--- src/design/bdu_pkg.sv ---
package bdu_pkg;

  localparam int MAX_WIDTH   = 1024;
  localparam int MAX_HEIGHT  = 1024;
  localparam int TARGET_GRID = 100;
  localparam int MAX_SIDE    = (MAX_WIDTH > MAX_HEIGHT) ? MAX_WIDTH : MAX_HEIGHT;
  localparam int BLOCK_LIMIT = 200;

  localparam int SIZE_W = 11;  // frame size register
  localparam int POS_W  = 10;  // pixel position
  localparam int SUB_W  = 4;   // position inside a block
  localparam int BLK_W  = 8;   // block index
  localparam int PIX_W  = 8;
  localparam int SUM_W  = 16;
  localparam int CNT_W  = 9;   // pixels per block, up to 10*10
  localparam int IDX_W  = $clog2(BLOCK_LIMIT);

  localparam int QUEUE_DEPTH = 4;

  localparam int APB_ADDR_W = 3;
  localparam int APB_DATA_W = 32;

  localparam logic [0:0] REG_FRAME_ROWS = 1'b0;
  localparam logic [0:0] REG_FRAME_COLS = 1'b1;

  localparam logic [SIZE_W-1:0] SIZE_RESET = SIZE_W'(TARGET_GRID);

  typedef enum logic [1:0] {
    BK_IDLE,
    BK_ADD,
    BK_DIV,
    BK_HOLD
  } bdu_back_e;

  typedef struct packed {
    logic [PIX_W-1:0] pixel;
    logic [BLK_W-1:0] blk_col;
    logic [BLK_W-1:0] blk_row;
    logic [CNT_W-1:0] count;
    logic             first;
    logic             emit;
    logic             frame_end;
  } bdu_cmd_t;

  function automatic logic [SIZE_W-1:0] clamp_size(input logic [SIZE_W-1:0] v,
                                                   input logic [SIZE_W-1:0] hi);
    logic [SIZE_W-1:0] r;
    r = v;
    if (v < SIZE_W'(TARGET_GRID)) r = SIZE_W'(TARGET_GRID);
    else if (v > hi) r = hi;
    return r;
  endfunction

  // Block size: count the multiples of the grid that the clamped size reaches.
  function automatic logic [SUB_W-1:0] block_size(input logic [SIZE_W-1:0] v);
    logic [SUB_W-1:0] n;
    n = '0;
    for (int k = 1; k <= MAX_SIDE / TARGET_GRID; k++) begin
      if ({1'b0, v} >= (SIZE_W + 1)'(k * TARGET_GRID)) n = n + 1'b1;
    end
    return n;
  endfunction

  function automatic logic [BLK_W-1:0] sat_block(input logic [BLK_W-1:0] v);
    logic [BLK_W:0] nxt;
    nxt = {1'b0, v} + 1'b1;
    return (nxt >= (BLK_W + 1)'(BLOCK_LIMIT)) ? BLK_W'(BLOCK_LIMIT - 1) : nxt[BLK_W-1:0];
  endfunction

endpackage

--- src/design/bdu_if.sv ---
interface bdu_pixel_if;
  logic                     valid;
  logic                     ready;
  logic [bdu_pkg::PIX_W-1:0] pixel;

  modport source (output valid, output pixel, input ready);
  modport sink (input valid, input pixel, output ready);
endinterface

interface bdu_result_if;
  logic                     valid;
  logic                     ready;
  logic [bdu_pkg::PIX_W-1:0] average;
  logic [bdu_pkg::BLK_W-1:0] out_row;
  logic [bdu_pkg::BLK_W-1:0] out_col;
  logic                     frame_end;

  modport source (output valid, output average, output out_row, output out_col,
                  output frame_end, input ready);
  modport sink (input valid, input average, input out_row, input out_col,
                input frame_end, output ready);
endinterface

--- src/design/bdu_front.sv ---
module bdu_front (
  input  logic                          clk_i,
  input  logic                          rst_ni,
  bdu_pixel_if.sink                     pix,
  input  logic [bdu_pkg::SIZE_W-1:0]    frame_rows_i,
  input  logic [bdu_pkg::SIZE_W-1:0]    frame_cols_i,
  input  logic                          q_full_i,
  output logic                          push_o,
  output bdu_pkg::bdu_cmd_t             cmd_o
);

  logic [bdu_pkg::POS_W-1:0]  pix_col_q, pix_col_d;
  logic [bdu_pkg::POS_W-1:0]  pix_row_q, pix_row_d;
  logic [bdu_pkg::SUB_W-1:0]  sub_row_q, sub_row_d;
  logic [bdu_pkg::SUB_W-1:0]  sub_col_q, sub_col_d;
  logic [bdu_pkg::BLK_W-1:0]  blk_col_q, blk_col_d;
  logic [bdu_pkg::BLK_W-1:0]  blk_row_q, blk_row_d;

  logic [bdu_pkg::SIZE_W-1:0] rows, cols;
  logic [bdu_pkg::SUB_W-1:0]  blk_h, blk_w;
  logic                       row_edge, col_edge, rblock_end, cblock_end;
  logic [bdu_pkg::SUB_W:0]    sub_row_n, sub_col_n;
  logic [2*bdu_pkg::SUB_W+1:0] count_full;

  assign rows  = bdu_pkg::clamp_size(frame_rows_i, bdu_pkg::SIZE_W'(bdu_pkg::MAX_HEIGHT));
  assign cols  = bdu_pkg::clamp_size(frame_cols_i, bdu_pkg::SIZE_W'(bdu_pkg::MAX_WIDTH));
  assign blk_h = bdu_pkg::block_size(rows);
  assign blk_w = bdu_pkg::block_size(cols);

  assign row_edge   = {1'b0, pix_row_q} >= (rows - 1'b1);
  assign col_edge   = {1'b0, pix_col_q} >= (cols - 1'b1);
  assign rblock_end = row_edge || (sub_row_q >= blk_h - 1'b1);
  assign cblock_end = col_edge || (sub_col_q >= blk_w - 1'b1);

  assign sub_row_n  = {1'b0, sub_row_q} + 1'b1;
  assign sub_col_n  = {1'b0, sub_col_q} + 1'b1;
  assign count_full = sub_row_n * sub_col_n;

  assign pix.ready = !q_full_i;
  assign push_o    = pix.valid && pix.ready;

  always_comb begin
    cmd_o.pixel     = pix.pixel;
    cmd_o.blk_col   = blk_col_q;
    cmd_o.blk_row   = blk_row_q;
    cmd_o.count     = count_full[bdu_pkg::CNT_W-1:0];
    cmd_o.first     = (sub_row_q == '0) && (sub_col_q == '0);
    cmd_o.emit      = rblock_end && cblock_end;
    cmd_o.frame_end = row_edge && col_edge;
  end

  always_comb begin
    pix_col_d = pix_col_q;
    pix_row_d = pix_row_q;
    sub_row_d = sub_row_q;
    sub_col_d = sub_col_q;
    blk_col_d = blk_col_q;
    blk_row_d = blk_row_q;
    if (push_o) begin
      if (col_edge) begin
        pix_col_d = '0;
        sub_col_d = '0;
        blk_col_d = '0;
        if (row_edge) begin
          pix_row_d = '0;
          sub_row_d = '0;
          blk_row_d = '0;
        end else begin
          pix_row_d = pix_row_q + 1'b1;
          if (rblock_end) begin
            sub_row_d = '0;
            blk_row_d = bdu_pkg::sat_block(blk_row_q);
          end else begin
            sub_row_d = sub_row_q + 1'b1;
          end
        end
      end else begin
        pix_col_d = pix_col_q + 1'b1;
        if (cblock_end) begin
          sub_col_d = '0;
          blk_col_d = bdu_pkg::sat_block(blk_col_q);
        end else begin
          sub_col_d = sub_col_q + 1'b1;
        end
      end
    end
  end

  always_ff @(posedge clk_i or negedge rst_ni) begin
    if (!rst_ni) begin
      pix_col_q <= '0;
      pix_row_q <= '0;
      sub_row_q <= '0;
      sub_col_q <= '0;
      blk_col_q <= '0;
      blk_row_q <= '0;
    end else begin
      pix_col_q <= pix_col_d;
      pix_row_q <= pix_row_d;
      sub_row_q <= sub_row_d;
      sub_col_q <= sub_col_d;
      blk_col_q <= blk_col_d;
      blk_row_q <= blk_row_d;
    end
  end

  a_frame_end_emits: assert property (@(posedge clk_i) disable iff (!rst_ni)
    (push_o && cmd_o.frame_end) |-> cmd_o.emit)
    else $error("frame end flagged on a pixel that closes no block");

endmodule

--- src/design/bdu_fifo.sv ---
module bdu_fifo (
  input  logic              clk_i,
  input  logic              rst_ni,
  input  logic              push_i,
  input  bdu_pkg::bdu_cmd_t cmd_i,
  output logic              full_o,
  input  logic              pop_i,
  output logic              valid_o,
  output bdu_pkg::bdu_cmd_t cmd_o
);

  localparam int PTR_W = (bdu_pkg::QUEUE_DEPTH > 1) ? $clog2(bdu_pkg::QUEUE_DEPTH) : 1;
  localparam int CNT_W = $clog2(bdu_pkg::QUEUE_DEPTH + 1);

  bdu_pkg::bdu_cmd_t  slot_q [bdu_pkg::QUEUE_DEPTH];
  logic [PTR_W-1:0]   wr_ptr_q, wr_ptr_d;
  logic [PTR_W-1:0]   rd_ptr_q, rd_ptr_d;
  logic [CNT_W-1:0]   count_q, count_d;

  assign full_o  = (count_q == CNT_W'(bdu_pkg::QUEUE_DEPTH));
  assign valid_o = (count_q != '0);
  assign cmd_o   = slot_q[rd_ptr_q];

  always_comb begin
    wr_ptr_d = wr_ptr_q;
    rd_ptr_d = rd_ptr_q;
    count_d  = count_q;
    if (push_i) begin
      wr_ptr_d = (wr_ptr_q == PTR_W'(bdu_pkg::QUEUE_DEPTH - 1)) ? '0 : wr_ptr_q + 1'b1;
    end
    if (pop_i) begin
      rd_ptr_d = (rd_ptr_q == PTR_W'(bdu_pkg::QUEUE_DEPTH - 1)) ? '0 : rd_ptr_q + 1'b1;
    end
    if (push_i && !pop_i) count_d = count_q + 1'b1;
    else if (!push_i && pop_i) count_d = count_q - 1'b1;
  end

  always_ff @(posedge clk_i or negedge rst_ni) begin
    if (!rst_ni) begin
      wr_ptr_q <= '0;
      rd_ptr_q <= '0;
      count_q  <= '0;
    end else begin
      wr_ptr_q <= wr_ptr_d;
      rd_ptr_q <= rd_ptr_d;
      count_q  <= count_d;
    end
  end

  always_ff @(posedge clk_i) begin
    if (push_i) slot_q[wr_ptr_q] <= cmd_i;
  end

  a_no_overflow: assert property (@(posedge clk_i) disable iff (!rst_ni)
    push_i |-> !full_o)
    else $error("command queue written while full");

  a_no_underflow: assert property (@(posedge clk_i) disable iff (!rst_ni)
    pop_i |-> valid_o)
    else $error("command queue read while empty");

endmodule

--- src/design/bdu_div.sv ---
module bdu_div (
  input  logic                       clk_i,
  input  logic                       rst_ni,
  input  logic                       start_i,
  input  logic [bdu_pkg::SUM_W-1:0]  dividend_i,
  input  logic [bdu_pkg::CNT_W-1:0]  divisor_i,
  output logic                       done_o,
  output logic [bdu_pkg::SUM_W-1:0]  quotient_o
);

  localparam int STEP_W = $clog2(bdu_pkg::SUM_W);

  logic                        busy_q, done_q;
  logic [STEP_W-1:0]           step_q;
  logic [bdu_pkg::SUM_W-1:0]   quo_q;
  logic [bdu_pkg::CNT_W-1:0]   rem_q;
  logic [bdu_pkg::CNT_W-1:0]   den_q;
  logic [bdu_pkg::CNT_W:0]     trial;
  logic [bdu_pkg::CNT_W:0]     diff;
  logic                        take;

  // One restoring step: shift in the next dividend bit, subtract if it fits.
  assign trial = {rem_q, quo_q[bdu_pkg::SUM_W-1]};
  assign take  = trial >= {1'b0, den_q};
  assign diff  = trial - {1'b0, den_q};

  assign done_o     = done_q;
  assign quotient_o = quo_q;

  always_ff @(posedge clk_i or negedge rst_ni) begin
    if (!rst_ni) begin
      busy_q <= 1'b0;
      done_q <= 1'b0;
      step_q <= '0;
    end else begin
      done_q <= 1'b0;
      if (start_i) begin
        busy_q <= 1'b1;
        step_q <= '0;
      end else if (busy_q) begin
        step_q <= step_q + 1'b1;
        if (step_q == STEP_W'(bdu_pkg::SUM_W - 1)) begin
          busy_q <= 1'b0;
          done_q <= 1'b1;
        end
      end
    end
  end

  always_ff @(posedge clk_i) begin
    if (start_i) begin
      quo_q <= dividend_i;
      rem_q <= '0;
      den_q <= divisor_i;
    end else if (busy_q) begin
      quo_q <= {quo_q[bdu_pkg::SUM_W-2:0], take};
      rem_q <= take ? diff[bdu_pkg::CNT_W-1:0] : trial[bdu_pkg::CNT_W-1:0];
    end
  end

endmodule

--- src/design/bdu_back.sv ---
module bdu_back (
  input  logic              clk_i,
  input  logic              rst_ni,
  input  logic              cmd_valid_i,
  input  bdu_pkg::bdu_cmd_t cmd_i,
  output logic              cmd_pop_o,
  bdu_result_if.source      res
);

  bdu_pkg::bdu_back_e         state_q, state_d;
  bdu_pkg::bdu_cmd_t          cmd_q;
  logic [bdu_pkg::SUM_W-1:0]  sums [bdu_pkg::BLOCK_LIMIT];
  logic [bdu_pkg::SUM_W-1:0]  rdata_q;
  logic [bdu_pkg::SUM_W-1:0]  sum;
  logic                       mem_we;
  logic                       div_start, div_done;
  logic [bdu_pkg::SUM_W-1:0]  quotient;
  logic                       res_free, res_load;
  logic                       res_valid_q;
  logic [bdu_pkg::PIX_W-1:0]  avg_q;
  logic [bdu_pkg::BLK_W-1:0]  row_q, col_q;
  logic                       fend_q;

  assign sum = cmd_q.first ? bdu_pkg::SUM_W'(cmd_q.pixel)
                           : rdata_q + bdu_pkg::SUM_W'(cmd_q.pixel);
  assign res_free = !res_valid_q || res.ready;

  always_comb begin
    state_d   = state_q;
    cmd_pop_o = 1'b0;
    mem_we    = 1'b0;
    div_start = 1'b0;
    res_load  = 1'b0;
    unique case (state_q)
      bdu_pkg::BK_IDLE: begin
        if (cmd_valid_i) begin
          cmd_pop_o = 1'b1;
          state_d   = bdu_pkg::BK_ADD;
        end
      end
      bdu_pkg::BK_ADD: begin
        mem_we = 1'b1;
        if (cmd_q.emit) begin
          div_start = 1'b1;
          state_d   = bdu_pkg::BK_DIV;
        end else begin
          state_d = bdu_pkg::BK_IDLE;
        end
      end
      bdu_pkg::BK_DIV: begin
        if (div_done) state_d = bdu_pkg::BK_HOLD;
      end
      bdu_pkg::BK_HOLD: begin
        if (res_free) begin
          res_load = 1'b1;
          state_d  = bdu_pkg::BK_IDLE;
        end
      end
      default: state_d = bdu_pkg::BK_IDLE;
    endcase
  end

  always_ff @(posedge clk_i or negedge rst_ni) begin
    if (!rst_ni) begin
      state_q     <= bdu_pkg::BK_IDLE;
      res_valid_q <= 1'b0;
    end else begin
      state_q <= state_d;
      if (res_load) res_valid_q <= 1'b1;
      else if (res.ready) res_valid_q <= 1'b0;
    end
  end

  // Column sum memory: read on pop, write back in the next cycle.
  always_ff @(posedge clk_i) begin
    if (cmd_pop_o) begin
      cmd_q   <= cmd_i;
      rdata_q <= sums[cmd_i.blk_col[bdu_pkg::IDX_W-1:0]];
    end
    if (mem_we) sums[cmd_q.blk_col[bdu_pkg::IDX_W-1:0]] <= sum;
  end

  always_ff @(posedge clk_i) begin
    if (res_load) begin
      avg_q  <= (|quotient[bdu_pkg::SUM_W-1:bdu_pkg::PIX_W]) ? '1
                                                            : quotient[bdu_pkg::PIX_W-1:0];
      row_q  <= cmd_q.blk_row;
      col_q  <= cmd_q.blk_col;
      fend_q <= cmd_q.frame_end;
    end
  end

  assign res.valid     = res_valid_q;
  assign res.average   = avg_q;
  assign res.out_row   = row_q;
  assign res.out_col   = col_q;
  assign res.frame_end = fend_q;

  bdu_div u_div (
    .clk_i      (clk_i),
    .rst_ni     (rst_ni),
    .start_i    (div_start),
    .dividend_i (sum),
    .divisor_i  (cmd_q.count),
    .done_o     (div_done),
    .quotient_o (quotient)
  );

  a_done_in_div: assert property (@(posedge clk_i) disable iff (!rst_ni)
    div_done |-> (state_q == bdu_pkg::BK_DIV))
    else $error("divider finished outside the divide state");

endmodule

--- src/design/block_average_downscaler_unit.sv ---
// Channel   Direction  Handshake      Payload
// pix_i     in         valid/ready    pixel[7:0]
// res_o     out        valid/ready    average[7:0] out_row[7:0] out_col[7:0] frame_end
// cfg       in         APB (psel..)   frame_rows @0x0, frame_cols @0x4, 11 bits each
//
// A pixel transfer is taken whenever the command queue has room.
// The back end reads and writes back the column sum for each pixel (IDLE, then ADD),
// and on a block end also runs the 16-step divider, then the output register (DIV, HOLD);
// it pops no new command from the queue before it is back in IDLE.
// Reset (rst_ni low, asynchronous) clears counters, queue and output valid;
// the column sum memory needs no clearing, as each block's first pixel writes it.
// A stalled result holds in the output register; the back end keeps going until its next result waits in HOLD.
module block_average_downscaler_unit (
  input  logic                              clk_i,
  input  logic                              rst_ni,
  bdu_pixel_if.sink                         pix_i,
  bdu_result_if.source                      res_o,
  input  logic                              psel,
  input  logic                              penable,
  input  logic                              pwrite,
  input  logic [bdu_pkg::APB_ADDR_W-1:0]    paddr,
  input  logic [bdu_pkg::APB_DATA_W-1:0]    pwdata,
  output logic [bdu_pkg::APB_DATA_W-1:0]    prdata,
  output logic                              pready
);

  logic [bdu_pkg::SIZE_W-1:0] frame_rows_q;
  logic [bdu_pkg::SIZE_W-1:0] frame_cols_q;
  logic                       cfg_write;
  logic [0:0]                 reg_sel;

  logic                       q_full, q_push, q_valid, q_pop;
  bdu_pkg::bdu_cmd_t          cmd_in, cmd_out;

  // Configuration: writes complete on the access cycle, no wait states.
  assign pready    = 1'b1;
  assign cfg_write = psel && penable && pwrite && pready;
  assign reg_sel   = paddr[bdu_pkg::APB_ADDR_W-1:2];

  always_ff @(posedge clk_i or negedge rst_ni) begin
    if (!rst_ni) begin
      frame_rows_q <= bdu_pkg::SIZE_RESET;
      frame_cols_q <= bdu_pkg::SIZE_RESET;
    end else if (cfg_write) begin
      unique case (reg_sel)
        bdu_pkg::REG_FRAME_ROWS: frame_rows_q <= pwdata[bdu_pkg::SIZE_W-1:0];
        bdu_pkg::REG_FRAME_COLS: frame_cols_q <= pwdata[bdu_pkg::SIZE_W-1:0];
        default: ;
      endcase
    end
  end

  always_comb begin
    unique case (reg_sel)
      bdu_pkg::REG_FRAME_ROWS: prdata = bdu_pkg::APB_DATA_W'(frame_rows_q);
      bdu_pkg::REG_FRAME_COLS: prdata = bdu_pkg::APB_DATA_W'(frame_cols_q);
      default:                 prdata = '0;
    endcase
  end

  // Front: track raster position and classify each pixel into a command.
  bdu_front u_front (
    .clk_i        (clk_i),
    .rst_ni       (rst_ni),
    .pix          (pix_i),
    .frame_rows_i (frame_rows_q),
    .frame_cols_i (frame_cols_q),
    .q_full_i     (q_full),
    .push_o       (q_push),
    .cmd_o        (cmd_in)
  );

  // Short queue decouples pixel intake from sum update and division.
  bdu_fifo u_fifo (
    .clk_i   (clk_i),
    .rst_ni  (rst_ni),
    .push_i  (q_push),
    .cmd_i   (cmd_in),
    .full_o  (q_full),
    .pop_i   (q_pop),
    .valid_o (q_valid),
    .cmd_o   (cmd_out)
  );

  // Back: accumulate block sums, divide on block end, drive the result.
  bdu_back u_back (
    .clk_i       (clk_i),
    .rst_ni      (rst_ni),
    .cmd_valid_i (q_valid),
    .cmd_i       (cmd_out),
    .cmd_pop_o   (q_pop),
    .res         (res_o)
  );

endmodule
--- src/flat_wrapper.sv ---
// flat-port wrapper written by rule: the top's interface ports become plain ports
module block_average_downscaler_unit_flat 
  (clk_i, rst_ni, psel, penable, pwrite, paddr, pwdata, prdata, pready, pix_i_valid, pix_i_pixel, pix_i_ready, res_o_valid, res_o_average, res_o_out_row, res_o_out_col, res_o_frame_end, res_o_ready);
  bdu_pixel_if pix_i_i ();
  bdu_result_if res_o_i ();
  input  logic clk_i;
  input  logic rst_ni;
  input  logic psel;
  input  logic penable;
  input  logic pwrite;
  input  logic [bdu_pkg::APB_ADDR_W-1:0] paddr;
  input  logic [bdu_pkg::APB_DATA_W-1:0] pwdata;
  output logic [bdu_pkg::APB_DATA_W-1:0] prdata;
  output logic pready;
  input wire logic [$bits(pix_i_i.valid)-1:0] pix_i_valid;
  input wire logic [$bits(pix_i_i.pixel)-1:0] pix_i_pixel;
  output wire logic [$bits(pix_i_i.ready)-1:0] pix_i_ready;
  output wire logic [$bits(res_o_i.valid)-1:0] res_o_valid;
  output wire logic [$bits(res_o_i.average)-1:0] res_o_average;
  output wire logic [$bits(res_o_i.out_row)-1:0] res_o_out_row;
  output wire logic [$bits(res_o_i.out_col)-1:0] res_o_out_col;
  output wire logic [$bits(res_o_i.frame_end)-1:0] res_o_frame_end;
  input wire logic [$bits(res_o_i.ready)-1:0] res_o_ready;
  assign pix_i_i.valid = pix_i_valid;
  assign pix_i_i.pixel = pix_i_pixel;
  assign pix_i_ready = pix_i_i.ready;
  assign res_o_valid = res_o_i.valid;
  assign res_o_average = res_o_i.average;
  assign res_o_out_row = res_o_i.out_row;
  assign res_o_out_col = res_o_i.out_col;
  assign res_o_frame_end = res_o_i.frame_end;
  assign res_o_i.ready = res_o_ready;
  block_average_downscaler_unit u_core (.clk_i(clk_i), .rst_ni(rst_ni), .pix_i(pix_i_i), .res_o(res_o_i), .psel(psel), .penable(penable), .pwrite(pwrite), .paddr(paddr), .pwdata(pwdata), .prdata(prdata), .pready(pready));
endmodule
--- config.mk ---
export PLATFORM = sky130hd
export DESIGN_NAME = block_average_downscaler_unit_flat
export DESIGN_NICKNAME = d
export VERILOG_FILES = /design/src/design/bdu_pkg.sv /design/src/design/bdu_if.sv /design/src/design/bdu_front.sv /design/src/design/bdu_fifo.sv /design/src/design/bdu_div.sv /design/src/design/bdu_back.sv /design/src/design/block_average_downscaler_unit.sv /design/src/flat_wrapper.sv
export SDC_FILE = /design/constraint.sdc
export NUM_CORES = 2
export LEC_CHECK = 0
export BUFFER_PORTS_ARGS = -buffer_cell sky130_fd_sc_hd__buf_2
export CAP_MARGIN = 20
export CORE_AREA = 4 4 565 567
export DETAILED_ROUTE_END_ITERATION = 10
export DIE_AREA = 0 0 569 571
export GPL_TIMING_DRIVEN = 0
export HOLD_SLACK_MARGIN = 0.03
export PLACE_DENSITY = 0.7
export SLEW_MARGIN = 20
export SYNTH_ARGS = -nofsm -noshare
export SYNTH_HDL_FRONTEND = slang
export SYNTH_SLANG_ARGS = --single-unit
--- constraint.sdc ---
create_clock -name clk_i -period 12.5 [get_ports clk_i]
set_clock_uncertainty 0.05 [all_clocks]
set_input_delay 2.5 -clock clk_i [delete_from_list [all_inputs] [get_ports clk_i]]
set_output_delay 2.5 -clock clk_i [all_outputs]
set_load 0.02 [all_outputs]
Word-level counts from Yosys, hierarchy flattened

Memories as Yosys holds them, arrays and structs flattened. A register that Yosys moved wholly into a read port is not among the register bits.
Index checks and enable logic that the tools add are counted.

Eq/ne operators: 10
Bitwise operators: 1
Reduce and logical (&&, ||, !) cells: 31
$mul: 1
Add/subtract/negate cells: 37
Multiplexer cells: 71
$lt $le $gt $ge: 31

Operators with widths:

| cell                    | number |
|---|---|
| $ge A11 B10 Y1 const B  | 10 |
| $mux W4                 | 24 |
| $add A4 B1 Y4 const B   | 21 |
| $ge A11 B9 Y1 const B   | 6 |
| $pmux W32 S2            | 1 |
| $mux W16                | 3 |
| $mux W8                 | 6 |
| $mux W11                | 4 |
| $ge A10 B11 Y1          | 2 |
| $ge A11 B7 Y1 const B   | 2 |
| $ge A11 B8 Y1 const B   | 2 |
| $gt A11 B11 Y1 const B  | 2 |
| $lt A11 B7 Y1 const B   | 2 |
| $sub A11 B1 Y11 const B | 2 |
| $mux W1                 | 21 |
| $add A10 B1 Y10 const B | 2 |
| $mux W10                | 2 |
| $add A8 B1 Y9 const B   | 2 |
| $ge A9 B8 Y1 const B    | 2 |
| $add A16 B8 Y16         | 1 |
| $mux W2                 | 6 |
| $add A4 B1 Y5 const B   | 2 |
| $ge A10 B9 Y1           | 1 |
| $reduce_bool A2 Y1      | 5 |
| 26 further kinds        | 51 |

Output and inout port bits: 60
Memories kept: 2
Bits in registers: 177
Word-level logic and storage cells: 214
Memory bits (writable): 3344

Memory list:

| memory               | depth | width | read ports | clocked after memory_dff | wr ports | RTL line       | text |
|---|---|---|---|---|---|---|---|
| u_core.u_back.sums   | 200   | 16    | 1          | 1                        | 1        | bdu_back.sv:12 | `logic [bdu_pkg::SUM_W-1:0] sums [bdu_pkg::BLOCK_LIMIT];` |
| u_core.u_fifo.slot_q | 4     | 36    | 1          | 0                        | 1        | bdu_fifo.sv:15 | `bdu_pkg::bdu_cmd_t slot_q [bdu_pkg::QUEUE_DEPTH];` |

Longest topological paths before layout

Word-level depth: 28
Depth in mapped cells: 37
Mapped depth without buffers: 35

Hierarchy

A second synthesis with hierarchy kept.

Cell total of the unflattened synthesis: 6700
Area total of the unflattened synthesis: 141630.8 um^2

Modules (own cells, without submodules):

| module                        | area an instance (um^2) | times used | cells an instance | sequential area each (um^2) |
|---|---|---|---|---|
| bdu_back                      | 125914.5                | 1          | 5355              | 98479.4 |
| bdu_front                     | 6760.2                  | 1          | 860               | 1101.1 |
| bdu_fifo                      | 5621.6                  | 1          | 225               | 4499.3 |
| bdu_div                       | 2093.3                  | 1          | 176               | 1081.0 |
| block_average_downscaler_unit | 1241.2                  | 1          | 84                | 558.0 |

Worst setup path after synthesis

Ideal clock, no wire load.

Kind: register to register
Start point: register u_core.u_back.cmd_q[28] (netlist name)
End point: memory u_core.u_back.sums[0][6] (netlist name), data pin
Setup time: 1.799 ns
Setup slack: 0.972 ns
Clock period less this slack: 11.528 ns
Arrival time: 9.679 ns
Cell stages (with the launch flop): 11
Cell sequence: edfxtp_1 ha_1 inv_1 fa_1 nor2b_1 o21ai_0 a21boi_0 o21ai_0 nand2_1 nor2_1 o31ai_1

Longest elaborated chain between the ends: 2

Ends and longest elaborated chain:

| element                        | RTL line       | text |
|---|---|---|
| start, declared                | bdu_back.sv:11 | `bdu_pkg::bdu_cmd_t cmd_q;` |
| start signal, assigned         | bdu_back.sv:77 | `cmd_q <= cmd_i;` |
| $add A16 B8 Y16                | bdu_back.sv:25 | `: rdata_q + bdu_pkg::SUM_W'(cmd_q.pixel);` |
| $mux W16                       | bdu_back.sv:24 | `assign sum = cmd_q.first ? bdu_pkg::SUM_W'(cmd_q.pixel)` |
| via u_core.u_back.sum, one bit | bdu_back.sv:14 | `logic [bdu_pkg::SUM_W-1:0] sum;` |
| end, declared                  | bdu_back.sv:12 |  |

The timed path passes the listed nets, and every way through them passes these cells.

==> metrics.md <==
| Metric | Value |
|---|---|
| Outcome | `finished, final reports clean` |
| PD cells | `286 mW/mm^2` |
| Avg WL per Cell | `around 30 um` |
| Synth cell count leaders | `edfxtp_1, mux4_2, nor2_1` |
| Max VDD drop | `0.000292 V` |
| Routed Antenna Nets | `0` |
| Die width | `between 500 and 600 um` |
| Layout cells sized above 1 | `31.1%` |
| Top cell by count, worst path | `ha_1` |
| Number of synthesized register bits | `approximately 3.5k` |
| GR Overflow Total | `0` |
| I/O Buffers | `64` |
| FFs w/ async S/R, synth | `2.32%` |
| CTS resizes | `0` |
| Crit Path Max Fanout | `10` |
| Vias in the first global route | `approximately 70k` |
| Height of the die | `approximately 570 um` |
| Clk_lat worst skew | `890 ps` |
| Core footprint | `0.314 sq mm` |
| Yosys cell types | `85` |
| Max Transition Viols Final | `0` |
| Final setup violating endpoints | `0` |
| Cts hold-fix bufs | `0` |
| Top post-synthesis cells by area | `edfxtp_1, mux4_2, dfrtp_1` |
| # fillers | `23.5k` |
| CTS tree | `yes` |
| Rel. slew slack | `23.9%` |
| Most common cell in the netlist | `edfxtp_1` |
| CP startpoint kind | `flop` |
| Unrepaired setup endpoints after global routing | `no` |
| Via density | `a little over 6` |
| Initial antenna violation count | `17` |
| Sum Neg Setup Slack | `0 ps` |
| CTS max path bufs | `4` |
| Worst path slowest cell | `a21oi_1` |
| Cell row count | `206` |
| Final hold violations | `0` |
| Seq/Total Area, Yosys | `75.0%` |
| P&R area growth vs syn | `15.9%` |
| Total die area | `0.325 sq mm` |
| Via count | `approximately 70k` |
| Max Freq | `120 MHz` |
| Period utilization | `66.4%` |
| Final GP Congestion | `0.930` |
| Placement Setup Slack | `4310 ps` |
| Starting Density | `approximately 45%` |
| Post-CTS Setup Bufs | `0` |
| MaxCap Viol Count | `0` |
| Final WL | `357000 um` |
| WS Path Type | `reg -> reg` |
| DPL Wire Length | `243000 um` |
| Clk root buf | `clkbuf_16` |
| Hold Path Class | `reg -> reg` |
| Cells after Synth | `approximately 6.5k` |
| Clock slew at reported path FFs | `60 ps` |
| First-pass GRT wire length | `515000 um` |
| Initial DRC Count | `~11k` |
| Clk sink count | `3537` |
| Period minus WS final | `between 8000 and 9000 ps` |
| Hold Worst Slack | `about 370 ps` |
| Drt pass-1 iters | `8` |
| Worst slew pin tran | `1140 ps` |
| Number of synthesized flops with an enable pin | `roughly 3.4k` |
| Arrival @ worst endpoint | `8850 ps` |
| Top cell type's share of synthesized area | `73.4%` |
| Critical Path RT | `~13000 ps` |
| Worst Setup End Kind | `flop` |
| Clock buffer count from CTS | `339` |
| Pleak | `about 52 nW` |
| Final WS setup | `4200 ps` |
| Depth of the CTS H-tree | `5` |
| Post-Synthesis Cell Area | `~0.14 sq mm` |
| Syn_area_per_cell | `approximately 22 sq um` |
| Post-layout nets | `approximately 7.5k` |
| Crit-path max cell delay | `430 ps` |
| Largest net degree at the start of global routing | `113` |
| Residual DRC count | `0` |
| Gr usage total | `21.7%` |
| Largest area contributor in the netlist | `edfxtp_1` |
| IO Count | `110` |
| Synth warn | `0` |
| Main flop type after synthesis | `edfxtp_1` |
[where the power goes]
| group | switching [mW] | total (mW) | internal [mW] |
|---|---|---|---|
| sequential | 0.262 | 16.9 | 16.7 |
| combinational | 12.0 | 19.6 | 7.63 |
| clock | 4.37 | 10.1 | 5.78 |
| total | 16.6 | 46.7 | 30.1 |
[placed cells by master, fill, tap and decap left out, drive strengths merged, types with 9 or more instances in the layout]
| master | n |
|---|---|
| nand4 | 17 |
| a21o | 26 |
| nand2 | 219 |
| conb | 26 |
| dfrtp | 76 |
| nor2b | 31 |
| and3 | 24 |
| inv | 82 |
| diode | 10 |
| o21ai | 118 |
| mux2 | 92 |
| a21oi | 69 |
| nand2b | 25 |
| nor2 | 324 |
| o21a | 11 |
| a211oi | 27 |
| or2 | 15 |
| dfxtp | 9 |
| mux2i | 81 |
| fa | 11 |
| ha | 99 |
| clkinv | 138 |
| and2 | 18 |
| nand3 | 56 |
| edfxtp | 3446 |
| mux4 | 1027 |
| o22ai | 9 |
| o31ai | 16 |
| a22o | 10 |
| nor3 | 28 |
| a22oi | 17 |
| a31oi | 14 |
| buf | 545 |
| bufinv | 35 |
| xnor2 | 47 |
| clkbuf | 613 |
| xor2 | 38 |
[final timing paths]
kind                                               from                      endpoint  slack [ps]  depth (start not counted)
worst min-delay path            u_core.u_back.cmd_q[11]  u_core.u_back.u_div.den_q[8]         370                          0
worst min register to register  u_core.u_back.cmd_q[11]  u_core.u_back.u_div.den_q[8]         370                          0
worst max register to register   u_core.frame_rows_q[4]    u_core.u_fifo.slot_q[3][1]        4200                         34
min in group asynchronous                        rst_ni        u_core.frame_cols_q[1]        1610                          1
worst max-delay path             u_core.frame_rows_q[4]    u_core.u_fifo.slot_q[3][1]        4200                         34
max in group asynchronous                        rst_ni   u_core.u_front.pix_row_q[0]       10170                          2
[routing by layer]
layer	track usage [%]	share of wire, %
met4	7.87	4.2
met3	4.79	11
met5	0	0.022
met2	33.8	47
met1	30.4	38
[flip-flops by register name, indices dropped and copies added, names as in the netlist, 10 cells and up, named ones only]
register	count
u_core.u_back.sums	3200
u_core.u_fifo.slot_q	144
u_core.u_back.cmd_q	36
u_core.u_back.rdata_q	16
u_core.u_back.u_div.quotient_o	16
u_core.frame_cols_q	11
u_core.frame_rows_q	11
u_core.u_front.pix_col_q	10
u_core.u_front.pix_row_q	10
[kinds of logic after synthesis]
group | share of synthesized area [%]
other | 0.00533
and+or+nand+nor | 2.53
adders and majority gates | 1.04
DFF | 75.0
xor gates and xnor gates | 0.585
buffers and inverters | 1.32
muxes | 17.7
AOI/OAI and AO/OA | 1.77
[critical path, delay by kind of cell, from the launching register on]
family	cells	cell delay, ps
flops	1	420
simple gates	9	1520
buf+inv	4	820
fa+ha+maj	7	2140
compound gates	10	2180
xor+xnor	4	910
[stage by stage]
step	util [%]	instance area [sq um]	cells	power, mW
5_1_grt	52.0	163000	11700	48.2
4_1_cts	52.0	163000	11700	46.6
6_report	52.0	163000	11700	46.7
2_1_floorplan	-	141000	6570	29.0
3_3_place_gp	46.6	147000	10800	33.9
3_5_place_dp	48.5	152000	11100	36.5
[cell type report]
cell class	count	area, sq um	share of cell area (%)
diodes	10	25.0	0.0153
plain buffers	357	1590	0.975
clock buffers	420	8850	5.42
clock inverters	186	1980	1.21
inverters	75	284	0.174
multi-input cells	2601	34300	21.0
flip-flops and latches	3537	106000	64.7
well taps	4160	5200	3.19
repair buffers	381	5330	3.26
No activity file was read; power rests on OpenSTA's default activity.
